--- src/rtl/sbe_pkg.sv ---
`default_nettype none
package sbe_pkg;

  localparam int unsigned StackDepthDef   = 64;
  localparam int unsigned DataWordsDef    = 256;
  localparam int unsigned ProgramWordsDef = 4096;
  localparam int unsigned WordBitsDef     = 32;

  localparam int unsigned CmdBits   = 4;
  localparam int unsigned OpBits    = 32;
  localparam int unsigned PcOutBits = 12;
  localparam int unsigned KindBits  = 3;
  localparam int unsigned ErrBits   = 3;

  typedef enum logic [CmdBits-1:0] {
    CmdAdd = 4'd0, CmdSub = 4'd1, CmdMul = 4'd2, CmdDiv = 4'd3,
    CmdNeg = 4'd4, CmdAssign = 4'd5, CmdRead = 4'd6, CmdNewline = 4'd7,
    CmdWriteint = 4'd8, CmdPush = 4'd9, CmdLoad = 4'd10, CmdJmp = 4'd11,
    CmdJmpz = 4'd12, CmdHalt = 4'd13, CmdBad14 = 4'd14, CmdBad15 = 4'd15
  } cmd_e;

  typedef enum logic [KindBits-1:0] {
    KindNone = 3'd0, KindInt = 3'd1, KindNewline = 3'd2, KindHalted = 3'd3,
    KindError = 3'd4
  } kind_e;

  typedef enum logic [ErrBits-1:0] {
    ErrNone = 3'd0, ErrDivZero = 3'd1, ErrUnknown = 3'd2, ErrStack = 3'd3,
    ErrAddr = 3'd4
  } err_e;

  typedef enum logic [2:0] {
    StIdle, StRead, StMem, StExec, StDiv, StDone
  } state_e;

  // controller to datapath
  typedef struct packed {
    logic capture;   // latch input transaction
    logic rd_issue;  // stack/memory reads
    logic exec;      // check and decide
    logic div_start;
    logic commit;    // write state, load result
    logic out_take;  // result delivered
  } ctrl_t;

  // datapath to controller
  typedef struct packed {
    logic need_div;
    logic div_done;
    logic ready;     // data memory clear finished
  } stat_t;

endpackage
`default_nettype wire

--- src/rtl/sbe_ctrl.sv ---
`default_nettype none
module sbe_ctrl (
  input  wire logic          clk_i,
  input  wire logic          rst_ni,
  input  wire logic          in_valid_i,
  output logic               in_stall_o,
  output logic               out_valid_o,
  input  wire logic          out_stall_i,
  input  wire sbe_pkg::stat_t stat_i,
  output sbe_pkg::ctrl_t     ctrl_o
);
  import sbe_pkg::*;

  state_e state_q, state_d;
  logic   ov_q, ov_d;

  always_ff @(posedge clk_i or negedge rst_ni) begin
    if (!rst_ni) begin
      state_q <= StIdle;
      ov_q    <= 1'b0;
    end else begin
      state_q <= state_d;
      ov_q    <= ov_d;
    end
  end

  // sequencing: capture, stack read, memory read, execute, optional divide, commit
  always_comb begin
    state_d = state_q;
    ctrl_o  = '0;
    ov_d    = ov_q;
    if (ov_q && !out_stall_i) begin
      ov_d = 1'b0;
      ctrl_o.out_take = 1'b1;
    end
    in_stall_o = (state_q != StIdle) || !stat_i.ready;
    unique case (state_q)
      StIdle: begin
        if (in_valid_i && stat_i.ready) begin
          ctrl_o.capture = 1'b1;
          state_d = StRead;
        end
      end
      StRead: begin
        ctrl_o.rd_issue = 1'b1;
        state_d = StMem;
      end
      StMem: begin
        state_d = StExec;
      end
      StExec: begin
        ctrl_o.exec = 1'b1;
        if (stat_i.need_div) begin
          ctrl_o.div_start = 1'b1;
          state_d = StDiv;
        end else begin
          state_d = StDone;
        end
      end
      StDiv: begin
        if (stat_i.div_done) state_d = StDone;
      end
      StDone: begin
        if (!ov_d) begin
          ctrl_o.commit = 1'b1;
          ov_d = 1'b1;
          state_d = StIdle;
        end
      end
      default: state_d = StIdle;
    endcase
  end

  assign out_valid_o = ov_q;
endmodule
`default_nettype wire

--- config.mk ---
export PLATFORM = sky130hd
export DESIGN_NAME = sbe_ctrl
export DESIGN_NICKNAME = d
export VERILOG_FILES = /design/src/rtl/sbe_pkg.sv /design/src/rtl/sbe_ctrl.sv
export SDC_FILE = /design/constraint.sdc
export NUM_CORES = 1
export LEC_CHECK = 0
export BUFFER_PORTS_ARGS = -buffer_cell sky130_fd_sc_hd__buf_2
export CAP_MARGIN = 5
export CORE_AREA = 2 2 39 41
export DETAILED_ROUTE_END_ITERATION = 6
export DIE_AREA = 0 0 41 43
export PLACE_DENSITY = 0.36
export SLEW_MARGIN = 20
export SYNTH_ARGS = -nofsm -noshare
export SYNTH_HDL_FRONTEND = slang
export SYNTH_SLANG_ARGS = --single-unit
export TNS_END_PERCENT = 100
--- constraint.sdc ---
create_clock -name clk_i -period 2.5 [get_ports clk_i]
set_input_delay 0.375 -clock clk_i [delete_from_list [all_inputs] [get_ports clk_i]]
set_output_delay 0.375 -clock clk_i [all_outputs]
set_load 0.05 [all_outputs]
======== Word-level counts from Yosys, hierarchy flattened ========
Cells that the tools add are included.
word-level totals
  register bits ........................... 4
  bits of input ports ..................... 7
  output and inout bits ................... 8
operators by class
  eq/ne operators ......................... 8
  muxes and demuxes ....................... 15
  reduce and logical (&&, ||, !) cells .... 8
operators with widths
  cell                  number
  $pmux W3 S6           1
  $mux W1               10
  $mux W3               3
  $eq A3 B2 Y1 const B  2
  $eq A3 B3 Y1 const B  2
  $ne A2 B2 Y1 const B  3
  $eq A3 B1 Y1 const B  1
  $logic_not A3 Y1      1
  $reduce_and A3 Y1     1
  $reduce_bool A3 Y1    1
  $logic_and A1 B1 Y1   2
  $logic_not A1 Y1      2
  $mux W2               1
  $logic_or A1 B1 Y1    1

======== Longest topological paths before layout ========
Gate-level depths: netlist (run 1).
  depth in word-level cells ............... 5
  gate-level depth with buffers ........... 3
  depth with buffers taken out ............ 3

======== Worst setup path after synthesis (run 1) ========
OpenSTA, ideal clock, no wires.
  path type ............................... register -> output
  from .................................... register state_q[1]
  to ...................................... output ctrl_o[5] in the netlist's numbering
  arrival time ............................ 1.762 ns
  setup slack ............................. 0.363 ns
  cell stages (with the launch flop) ...... 4
  path through ............................ dfrtp_1 > nor2_1 > nand3_1 > nor2_1
RTL lines
  element                 RTL line        source
  start, declared         sbe_ctrl.sv:14  state_e state_q, state_d;
  start signal, assigned  sbe_ctrl.sv:19  state_q <= StIdle;
  start signal, assigned  sbe_ctrl.sv:22  state_q <= state_d;
  end, declared           sbe_ctrl.sv:10  output sbe_pkg::ctrl_t ctrl_o

==> impl_summary.log, run 1 <==
INFO  metric globalRoute.totalOverflow = 0
INFO  metric wire_length_of_the_first_global_routing_pass = 793 um
INFO  metric holdPathStages = 3
INFO  metric cpMaxStageDelayCell = sky130_fd_sc_hd__dfrtp_1
INFO  metric initial_drt_markers = 5
INFO  metric synthTopCellsByCount = 4 x sky130_fd_sc_hd__dfrtp_1, 3 x sky130_fd_sc_hd__nand2_1, 3 x sky130_fd_sc_hd__nor2_1
INFO  metric cts_buffer_depth = 2
INFO  metric critical_r2r_launch = state_q[1]
INFO  metric drc = 0
INFO  metric setup-tns-final = 0 ps
INFO  metric rsz0062_at_grt = false
INFO  metric yosys.cell_count.top_type = sky130_fd_sc_hd__dfrtp_1
INFO  metric path_cells = nand2b_1, or2_1, a21oi_2, buf_2
INFO  metric netlist-cell-type-count = 18
INFO  metric drive_gt1_frac = 0.467
INFO  metric cts_buffers = 3
INFO  metric layout.filler_cells = 162
INFO  metric finalPower = 0.476 mW
INFO  metric post-route-min-period = 1830 ps
INFO  metric post_synth_edffs = 0
INFO  metric worst-setup-path-type = reg -> out
INFO  metric max_freq = 547 MHz
INFO  metric relSlewSlack = 0.834
INFO  metric place.detailed.hpwl = 426 um
INFO  metric die-height = 43 um
INFO  metric grt_antenna_before_repair = 0
INFO  metric worst_clock_skew = 2.70 ps
INFO  metric hold_path.class = in -> reg
INFO  metric cp_top_family = simple AND/OR/NAND/NOR gates
INFO  metric endpoint_kind = output pin
INFO  metric timing.critical_path.buf_inv = 1
INFO  metric clock_insertion_delay_worst_skew = 230 ps
INFO  metric cts_resized = 0
INFO  metric totalWireLength = 547 um
INFO  metric multiInputGateArea = 126 sq um
INFO  metric synth-seq-area-share = 0.428
INFO  metric synth_top_cells_by_area = sky130_fd_sc_hd__dfrtp_1 43%, sky130_fd_sc_hd__nor3b_2 5.3%, sky130_fd_sc_hd__or2_1 5.3%, sky130_fd_sc_hd__nand2_1 4.8%, sky130_fd_sc_hd__nor2_1 4.8%
INFO  metric globalplace.congestion = 0.650
INFO  metric r2r_cells = 3
INFO  metric max_fanout_on_critical_path = 6
INFO  metric synthesis.area_per_instance = 8.67 sq um
INFO  metric vias = 249
INFO  metric area.sequential = 100 sq um
INFO  metric post-synth-top-area-fraction = 0.428
INFO  metric rr_endpoint = out_valid_o
INFO  metric placement.io_buffers = 14
INFO  metric static-leakage-power = 0.190 nW
INFO  metric cts_sinks = 4
INFO  metric critPathMaxStageDelay = 420 ps
INFO  metric drv_cap = 0
INFO  metric timing_max_transition_violations_final = 0
INFO  metric synth.largest_area_cell = sky130_fd_sc_hd__dfrtp_1
INFO  metric power_density = 1340 nW/um^2
INFO  metric ys_async_sr_fraction = 1.00
INFO  metric num_antenna_cells = 0
INFO  metric syn_to_final_growth = 52.4%
INFO  metric clock_transition_at_the_registers_of_the_reported_paths = 40 ps
INFO  metric synth.yosys.warnings = 0
INFO  metric min-delay-start = out_stall_i
INFO  metric status = complete, no violations
INFO  metric floorplan.die.width = 41 um
INFO  metric start_util = 0.169
INFO  metric post_drt_wl_per_cell = 8.97 um
INFO  metric ys_ff_latch = 4
INFO  metric mappedNetlistArea = 234 sq um
INFO  metric floorplan.core_area = 1380 sq um
INFO  metric synth_top_flop_cell = sky130_fd_sc_hd__dfrtp_1
INFO  metric hold-path-endpoint = out_valid_o
INFO  metric vias_in_the_first_global_route = 233
INFO  metric design.portCount = 15
INFO  metric tritoncts_clock_tree = built
INFO  metric all_layer_gr_usage = 0.0706
INFO  metric cp_data_arrival_time = 1450 ps
INFO  metric viasPerCell = 4.08
INFO  metric setup_viol_count_final = 0
INFO  metric htree_levels = 1
INFO  metric required_worst_endpoint = 2120 ps
INFO  metric setup.worst_path.start_class = flop
INFO  metric max_slew.worst_pin.slew = 250 ps
INFO  metric dieArea = 1760 sq um
INFO  metric ant_nets = 0
INFO  metric layout.nets = 54
INFO  metric post_synth_inst_count = 27
INFO  metric floorplan.rows = 14
INFO  metric firstDrtPassIters = 2
INFO  metric r2r_slack = 1500 ps
INFO  metric root_buffer = sky130_fd_sc_hd__clkbuf_4
INFO  metric mappedNetlistNets = 34
INFO  metric grt_max_degree = 7
INFO  metric ir_worst_vdd = 0.373 mV
INFO  metric report.final.hold_viol_count = 0
INFO  metric fin_crit_sh = 0.731
placed cells by master (no fill, tap or decap), drive strengths merged:
cell,n
a21oi,3
a32oi,1
and2,1
and3,1
buf,14
clkbuf,3
dfrtp,4
dlygate4sd3,1
inv,2
nand2,3
nand2b,1
nand3,1
nor2,3
nor2b,1
nor3,1
nor3b,1
o22ai,1
or2,2
xnor2,1
tightest hold or removal path, delay by kind of cell:
family        cells  cell delay [ps]
simple gates      2              130
buf+inv           1              110
power breakdown:
part | leakage [nW] | internal (mW) | switching [mW]
clock network | 0.0138 | 0.0536 | 0.0246
registers | 0.0514 | 0.0920 | 0.0392
logic | 0.124 | 0.0796 | 0.187
total | 0.190 | 0.225 | 0.251
worst max-delay path by stage:
stage	startpoint	endpoint	slack (ps)	depth (start not counted)
after floorplan	state_q[1]	ctrl_o[5]	360	3
after global placement	state_q[1]	ctrl_o[1]	930	4
after detailed placement	state_q[1]	ctrl_o[1]	920	4
after CTS	state_q[1]	ctrl_o[1]	660	4
after global routing	state_q[1]	ctrl_o[1]	620	4
final	state_q[1]	ctrl_o[1]	670	4
logic make-up after synthesis:
kind of cell / count (synthesis) / share of synthesized area
AND/OR/NAND/NOR: 15 / 0.358
buffers and inverters: 2 / 0.0321
XOR/XNOR: 1 / 0.0374
flip-flops: 4 / 0.428
AO/OA/AOI/OAI: 5 / 0.144
cell type report:
type                    count  area share
multi-input cells          21       0.354
clock buffers               3      0.0632
flip-flops and latches      4       0.281
inverters                   2      0.0211
repair buffers             15       0.225
well taps                  16      0.0561
state kept, by name, summed over array words and instances (netlist names):
register and count:
state_q 3, out_valid_o 1
routing by layer:
layer	GRT usage	wire (um)
met3	0.0157	58
met2	0.0938	236
met5	0	0
met4	0.0800	0
met1	0.0817	253
per-stage QoR:
step	setup slack [ps]	util	area [sq um]	hold slack [ps]	cells
floorplan	363	-	234	79.4	27
global placement	928	0.234	324	180	57
detailed placement	919	0.234	324	182	57
CTS	663	0.258	357	414	61
global route	624	0.258	357	450	61
finish	671	0.258	357	419	61
what timing repair did:
action                    4_1_cts  5_1_grt
setup buffers                   0        0
hold endpoints to repair        4        0
hold buffers                    1        0
Power figures use the tool's default switching activity.
==> run 2, diff against run 1 <==
==> constraint.sdc (replaced) <==
create_clock -name clk_i -period 1.7 [get_ports clk_i]
set_input_delay 0.255 -clock clk_i [delete_from_list [all_inputs] [get_ports clk_i]]
set_output_delay 0.255 -clock clk_i [all_outputs]
set_load 0.05 [all_outputs]
==> impl_summary.log, run 2 (synthesized netlist as in run 1, its figures left out) <==
INFO  metric layout_common_cells = 11 x sky130_fd_sc_hd__buf_2, 5 x sky130_fd_sc_hd__clkbuf_4, 3 x sky130_fd_sc_hd__nand2_1, 3 x sky130_fd_sc_hd__dfrtp_1
INFO  metric viasPerCell = 4.10 (+0.36%)
INFO  metric global_route.usage.met1 = 0.113 (+0.0316)
INFO  metric place.detailed.hpwl = 486 um (+14%)
INFO  metric power_density = 1940 nW/um^2 (+45%)
INFO  metric ant_nets = 0 (unchanged)
INFO  metric htree_levels = 1 (unchanged)
INFO  metric all_layer_gr_usage = 0.0966 (+0.0259)
INFO  metric r2r_slack = 680 ps (-820 ps)
INFO  metric floorplan.die.width = 41 um (unchanged)
INFO  metric drive_gt1_frac = 0.565 (+0.0986)
INFO  metric setup.worst_path.start_class = flop
INFO  metric layout.nets = 55 (+1.9%)
INFO  metric syn_to_final_growth = 67.9%
INFO  metric rsz0062_at_grt = false
INFO  metric endpoint_kind = output pin
INFO  metric drv_cap = 0 (unchanged)
INFO  metric die-height = 43 um (unchanged)
INFO  metric totalWireLength = 599 um (+9.5%)
INFO  metric met2_track_demand_over_resource = 0.125 (+0.0313)
INFO  metric largest_reg_flops = 3 (unchanged)
INFO  metric worst_clock_skew = 0.577 ps (-2.13 ps)
INFO  metric max_slew.worst_pin.slew = 249 ps (-1.00 ps)
INFO  metric post-route-min-period = 1620 ps
INFO  metric globalplace.congestion = 0.702 (+8.0%)
INFO  metric num_antenna_cells = 0 (unchanged)
INFO  metric r2r_cells = 3 (unchanged)
INFO  metric max_fanout_on_critical_path = 6 (unchanged)
INFO  metric ir_worst_vdd = 0.709 mV (+90%)
INFO  metric hold_path.class = in -> reg
INFO  metric status = complete, no violations
INFO  metric globalRoute.totalOverflow = 0 (unchanged)
INFO  metric drc = 0 (unchanged)
INFO  metric firstDrtPassIters = 1 (-1)
INFO  metric design.portCount = 15 (unchanged)
INFO  metric fin_crit_sh = 0.952
INFO  metric cts_sinks = 4 (unchanged)
INFO  metric floorplan.core_area = 1380 sq um (unchanged)
INFO  metric final_critical_path_setup_slack = 82.3 ps (-589 ps)
INFO  metric initial_drt_markers = 0 (-5)
INFO  metric post_drt_wl_per_cell = 9.66 um (+7.7%)
INFO  metric cp_data_arrival_time = 1360 ps (-90 ps)
INFO  metric cts_buffer_depth = 2 (unchanged)
INFO  metric post-route-util = 0.284 (+0.0262)
INFO  metric largest_register = state_q
INFO  metric report.final.hold_viol_count = 0 (unchanged)
INFO  metric mostFrequentLayoutCell = sky130_fd_sc_hd__buf_2
INFO  metric wire_length_of_the_first_global_routing_pass = 1.08 mm (+37%)
INFO  metric grt_max_degree = 7 (unchanged)
INFO  metric relSlewSlack = 0.835 (about the same)
INFO  metric required_worst_endpoint = 1440 ps (-680 ps)
INFO  metric fraction_of_met3_tracks_used_by_global_routing = 0.0628 (+0.0471)
INFO  metric static-leakage-power = 0.195 nW (+3.0%)
INFO  metric vias = 254 (+2.0%)
INFO  metric critPathLaunch = state_q[0]
INFO  metric critical_r2r_launch = state_q[1]
INFO  metric gr-max-usage-layer = met2
INFO  metric post_cts_buffers = 0 (unchanged)
INFO  metric post-route-cell-area = 393 sq um (+10%)
INFO  metric timing.hold.ws = 301 ps (-118 ps)
INFO  metric dieArea = 1760 sq um (unchanged)
INFO  metric cp-endpoint = ctrl_o[2]
INFO  metric grt_antenna_before_repair = 0 (unchanged)
INFO  metric placement.io_buffers = 14 (unchanged)
INFO  metric setup_viol_count_final = 0 (unchanged)
INFO  metric root_buffer = sky130_fd_sc_hd__clkbuf_4
INFO  metric max_freq = 618 MHz
INFO  metric floorplan.rows = 14 (unchanged)
INFO  metric clock_transition_at_the_registers_of_the_reported_paths = 40 ps (about the same)
INFO  metric dpl_cell_area = 352 sq um (+8.5%)
INFO  metric start_util = 0.169 (unchanged)
INFO  metric tritoncts_clock_tree = built
INFO  metric rr_endpoint = state_q[2]
INFO  metric dp_worst_setup_slack = 229 ps (-690 ps)
INFO  metric cts_buffers = 3 (unchanged)
INFO  metric layout.filler_cells = 152 (-6.2%)
INFO  metric clock_insertion_delay_worst_skew = 230 ps (about the same)
INFO  metric vias_in_the_first_global_route = 280 (+20%)
INFO  metric timing_max_transition_violations_final = 0 (unchanged)
INFO  metric worst-setup-path-type = reg -> out
## run 2: critical path: stages, from the launching register on
cell and delay [ps]:
sky130_fd_sc_hd__dfrtp_1 430, sky130_fd_sc_hd__inv_2 110, sky130_fd_sc_hd__nor3b_4 200, sky130_fd_sc_hd__and2_2 170
sky130_fd_sc_hd__clkbuf_4 220
## run 2: metal layers
| metal | vias to the layer above | part of all wire |
|---|---|---|
| met5 | - | 0 |
| met2 | 11 | 0.50 |
| met3 | 0 | 0.067 |
| li1 | 130 | - |
| met4 | 0 | 0 |
| met1 | 113 | 0.43 |
## run 2: final cells by class
type	count	area, sq um	share of cell area
Multi-Input combinational cell	21	146	0.373
Clock buffer	3	22.5	0.0573
Tap cell	16	20.0	0.0510
Inverter	2	7.51	0.0191
Timing Repair Buffer	16	95.1	0.242
Sequential cell	4	101	0.258
## run 2: how the worst min path moves through the flow
stage / start / endpoint / slack [ps] / depth (start not counted)
finish: out_stall_i / out_valid_o / 300 / 3
global route: out_stall_i / out_valid_o / 300 / 3
global placement: rst_ni / out_valid_o / 60 / 1
floorplan: rst_ni / out_valid_o / -40 / 0
detailed placement: rst_ni / state_q[2] / 60 / 1
CTS: out_stall_i / out_valid_o / 300 / 3
## run 2: where the power goes
group	total, mW	leakage [nW]	internal (mW)	switching [mW]
combinational	0.460	0.132	0.152	0.307
clock	0.115	0.0138	0.0788	0.0359
sequential	0.187	0.0500	0.137	0.0506
## run 2: timing repair
item / 4_1_cts / 5_1_grt
endpoints found under the hold margin: 4 / 0
setup endpoints to repair: 1 / 3
resized for setup: 1 / 3
hold buffers: 1 / 0
## run 2: per-stage QoR
stage	std cells	total power, mW	setup TNS (ps)
2_1_floorplan	27	0.529	-21.9
3_3_place_gp	58	0.642	0
3_5_place_dp	58	0.641	0
4_1_cts	62	0.767	0
5_1_grt	62	0.818	0
6_report	62	0.762	0
==> run 3, diff against run 2 <==
--- a/config.mk
+++ b/config.mk
@@ -7,10 +7,12 @@
 export LEC_CHECK = 0
 export BUFFER_PORTS_ARGS = -buffer_cell sky130_fd_sc_hd__buf_2
 export CAP_MARGIN = 5
-export CORE_AREA = 2 2 39 41
+export CELL_PAD_IN_SITES_DETAIL_PLACEMENT = 1
+export CELL_PAD_IN_SITES_GLOBAL_PLACEMENT = 2
+export CORE_MARGIN = 2
+export CORE_UTILIZATION = 18
 export DETAILED_ROUTE_END_ITERATION = 6
-export DIE_AREA = 0 0 41 43
-export PLACE_DENSITY = 0.36
+export PLACE_DENSITY = 0.63
 export SLEW_MARGIN = 20
 export SYNTH_ARGS = -nofsm -noshare
 export SYNTH_HDL_FRONTEND = slang
==> impl_summary.log, run 3 (synthesized netlist as in run 1, its figures left out) <==
INFO  metric status = complete, no violations
INFO  metric drive_gt1_frac = 0.587 (+0.0217)
INFO  metric floorplan.rows = 12 (-2)
INFO  metric dieArea = 1600 sq um (-9.0%)
INFO  metric final_critical_path_setup_slack = 114 ps (+32.2 ps)
INFO  metric totalWireLength = 626 um (+4.5%)
INFO  metric layout_common_cells = 11 x sky130_fd_sc_hd__buf_2, 4 x sky130_fd_sc_hd__clkbuf_4, 3 x sky130_fd_sc_hd__nand2_1, 3 x sky130_fd_sc_hd__buf_4
INFO  metric layout.nets = 55 (unchanged)
INFO  metric timing.critical_path.buf_inv = 1 (-1)
INFO  metric grt_antenna_before_repair = 0 (unchanged)
INFO  metric static-leakage-power = 0.195 nW (-0.33%)
INFO  metric timing_max_transition_violations_final = 0 (unchanged)
INFO  metric floorplan.core_area = 1160 sq um (-16%)
INFO  metric setup_viol_count_final = 0 (unchanged)
INFO  metric power_density = 1950 nW/um^2 (+0.79%)
INFO  metric largest_reg_flops = 3 (unchanged)
INFO  metric cts_sinks = 4 (unchanged)
INFO  metric rr_endpoint = state_q[2]
INFO  metric setup.worst_path.start_class = flop
INFO  metric all_layer_gr_usage = 0.105 (+0.00826)
INFO  metric clock_insertion_delay_worst_skew = 240 ps (about the same)
INFO  metric floorplan.die.width = 40.1 um (-2.3%)
INFO  metric design.portCount = 15 (unchanged)
INFO  metric vias = 264 (+3.9%)
INFO  metric worst-setup-path-type = reg -> out
INFO  metric required_worst_endpoint = 1440 ps (about the same)
INFO  metric die-height = 40.1 um (-6.8%)
INFO  metric cts_buffer_depth = 2 (unchanged)
INFO  metric report.final.hold_viol_count = 0 (unchanged)
INFO  metric post_cts_buffers = 0 (unchanged)
INFO  metric place_inst = 56 (-3.4%)
INFO  metric globalRoute.totalOverflow = 0 (unchanged)
INFO  metric drc = 0 (unchanged)
INFO  metric worst_clock_skew = 5.58 ps (+5.01 ps)
INFO  metric post_drt_wl_per_cell = 10.4 um (+8.0%)
INFO  metric ant_nets = 0 (unchanged)
INFO  metric placement.io_buffers = 14 (unchanged)
INFO  metric firstDrtPassIters = 1 (unchanged)
INFO  metric r2r_slack = 690 ps (about the same)
INFO  metric min-delay-start = out_stall_i
INFO  metric max_fanout_on_critical_path = 3 (-3)
INFO  metric dp_worst_setup_slack = 243 ps (+13.8 ps)
INFO  metric rsz0062_at_grt = false
INFO  metric vias_in_the_first_global_route = 260 (-7.1%)
INFO  metric largest_register = state_q
INFO  metric viasPerCell = 4.40 (+7.4%)
INFO  metric syn_to_final_growth = 67.4%
INFO  metric tritoncts_clock_tree = built
INFO  metric post-route-min-period = 1590 ps (-32.2 ps)
INFO  metric cts_buffers = 3 (unchanged)
INFO  metric clock_transition_at_the_registers_of_the_reported_paths = 40 ps (about the same)
INFO  metric critical_r2r_launch = state_q[1]
INFO  metric start_util = 0.202 (+0.0333)
INFO  metric finalPower = 0.765 mW (+0.47%)
INFO  metric root_buffer = sky130_fd_sc_hd__clkbuf_4
INFO  metric mostFrequentLayoutCell = sky130_fd_sc_hd__buf_2
INFO  metric layout.filler_cells = 147 (-3.3%)
INFO  metric max_freq = 631 MHz (+2.0%)
INFO  metric cp_data_arrival_time = 1330 ps (-30 ps)
INFO  metric r2r_cells = 3 (unchanged)
INFO  metric relSlewSlack = 0.835 (about the same)
INFO  metric wire_length_of_the_first_global_routing_pass = 986 um (-9.0%)
INFO  metric cpMaxStageDelayCell = sky130_fd_sc_hd__dfrtp_1
INFO  metric holdPathStages = 3 (unchanged)
INFO  metric grt_max_degree = 7 (unchanged)
INFO  metric hold_path.class = in -> reg
INFO  metric final_cells = 60 (-3.2%)
INFO  metric fin_crit_sh = 0.933 (-0.0189)
INFO  metric drv_cap = 0 (unchanged)
INFO  metric hold-path-endpoint = out_valid_o
INFO  metric ir_worst_vdd = 0.665 mV (-6.2%)
INFO  metric num_antenna_cells = 0 (unchanged)
INFO  metric timing.hold.ws = 296 ps (-4.92 ps)
INFO  metric initial_drt_markers = 0 (unchanged)
INFO  metric globalplace.congestion = 0.746 (+6.3%)
INFO  metric path_cells = nand2b_1, or2_1, a21oi_2, buf_4
INFO  metric max_slew.worst_pin.slew = 249 ps (+0.275 ps)
INFO  metric htree_levels = 1 (unchanged)
INFO  metric critPathMaxStageDelay = 370 ps (-60 ps)
INFO  metric endpoint_kind = output pin
INFO  metric cp_top_family = simple AND/OR/NAND/NOR gates
==> run 3: repair_timing <==
action | 4_1_cts | 5_1_grt
gates resized for setup | 1 | 5
gates cloned | 0 | 0
hold buffers | 1 | 0
endpoints found under the hold margin | 4 | 0
setup endpoints to repair | 1 | 3
==> run 3: metrics by stage <==
stage	area, sq um	util	setup TNS (ps)
6_report	392	0.339	0
2_1_floorplan	254	-	-21.9
5_1_grt	392	0.339	0
4_1_cts	384	0.332	0
3_3_place_gp	349	0.302	0
3_5_place_dp	349	0.302	0
==> run 3: routing by layer <==
metal  wire, um  GRT usage  up-vias
li1           -          -      131
met1        299      0.103      114
met2        233      0.145       15
met3         60     0.0333        4
met4         32      0.155        0
met5          0          0        -
==> run 3: power by group <==
group	switching, mW	internal, mW	total (mW)
sequential	0.0502	0.139	0.189
clock	0.0403	0.0790	0.119
combinational	0.304	0.153	0.457
==> run 3: how the worst max path moves through the flow <==
| stage | start | end | slack (ps) | cells after the start |
|---|---|---|---|---|
| 5_1_grt | state_q[1] | ctrl_o[1] | 9 | 4 |
| 3_5_place_dp | state_q[2] | ctrl_o[1] | 240 | 4 |
| 3_3_place_gp | state_q[2] | ctrl_o[1] | 250 | 4 |
| 4_1_cts | state_q[0] | ctrl_o[2] | 4 | 4 |
| 6_report | state_q[1] | ctrl_o[1] | 110 | 4 |
| 2_1_floorplan | state_q[2] | ctrl_o[5] | -20 | 3 |
==> run 3: layout make-up <==
type | count | area (sq um) | share of cell area
Tap cell | 14 | 17.5 | 0.0447
Multi-Input combinational cell | 21 | 146 | 0.374
Sequential cell | 4 | 103 | 0.262
Clock buffer | 3 | 22.5 | 0.0575
Timing Repair Buffer | 16 | 95.1 | 0.243
Inverter | 2 | 7.51 | 0.0192
==> run 3: worst reg2reg max path, cell delays in order, from the launching register on <==
cell	delay [ps]
sky130_fd_sc_hd__dfrtp_1	370
sky130_fd_sc_hd__buf_4	160
sky130_fd_sc_hd__nor3b_4	150
sky130_fd_sc_hd__or2_1	220
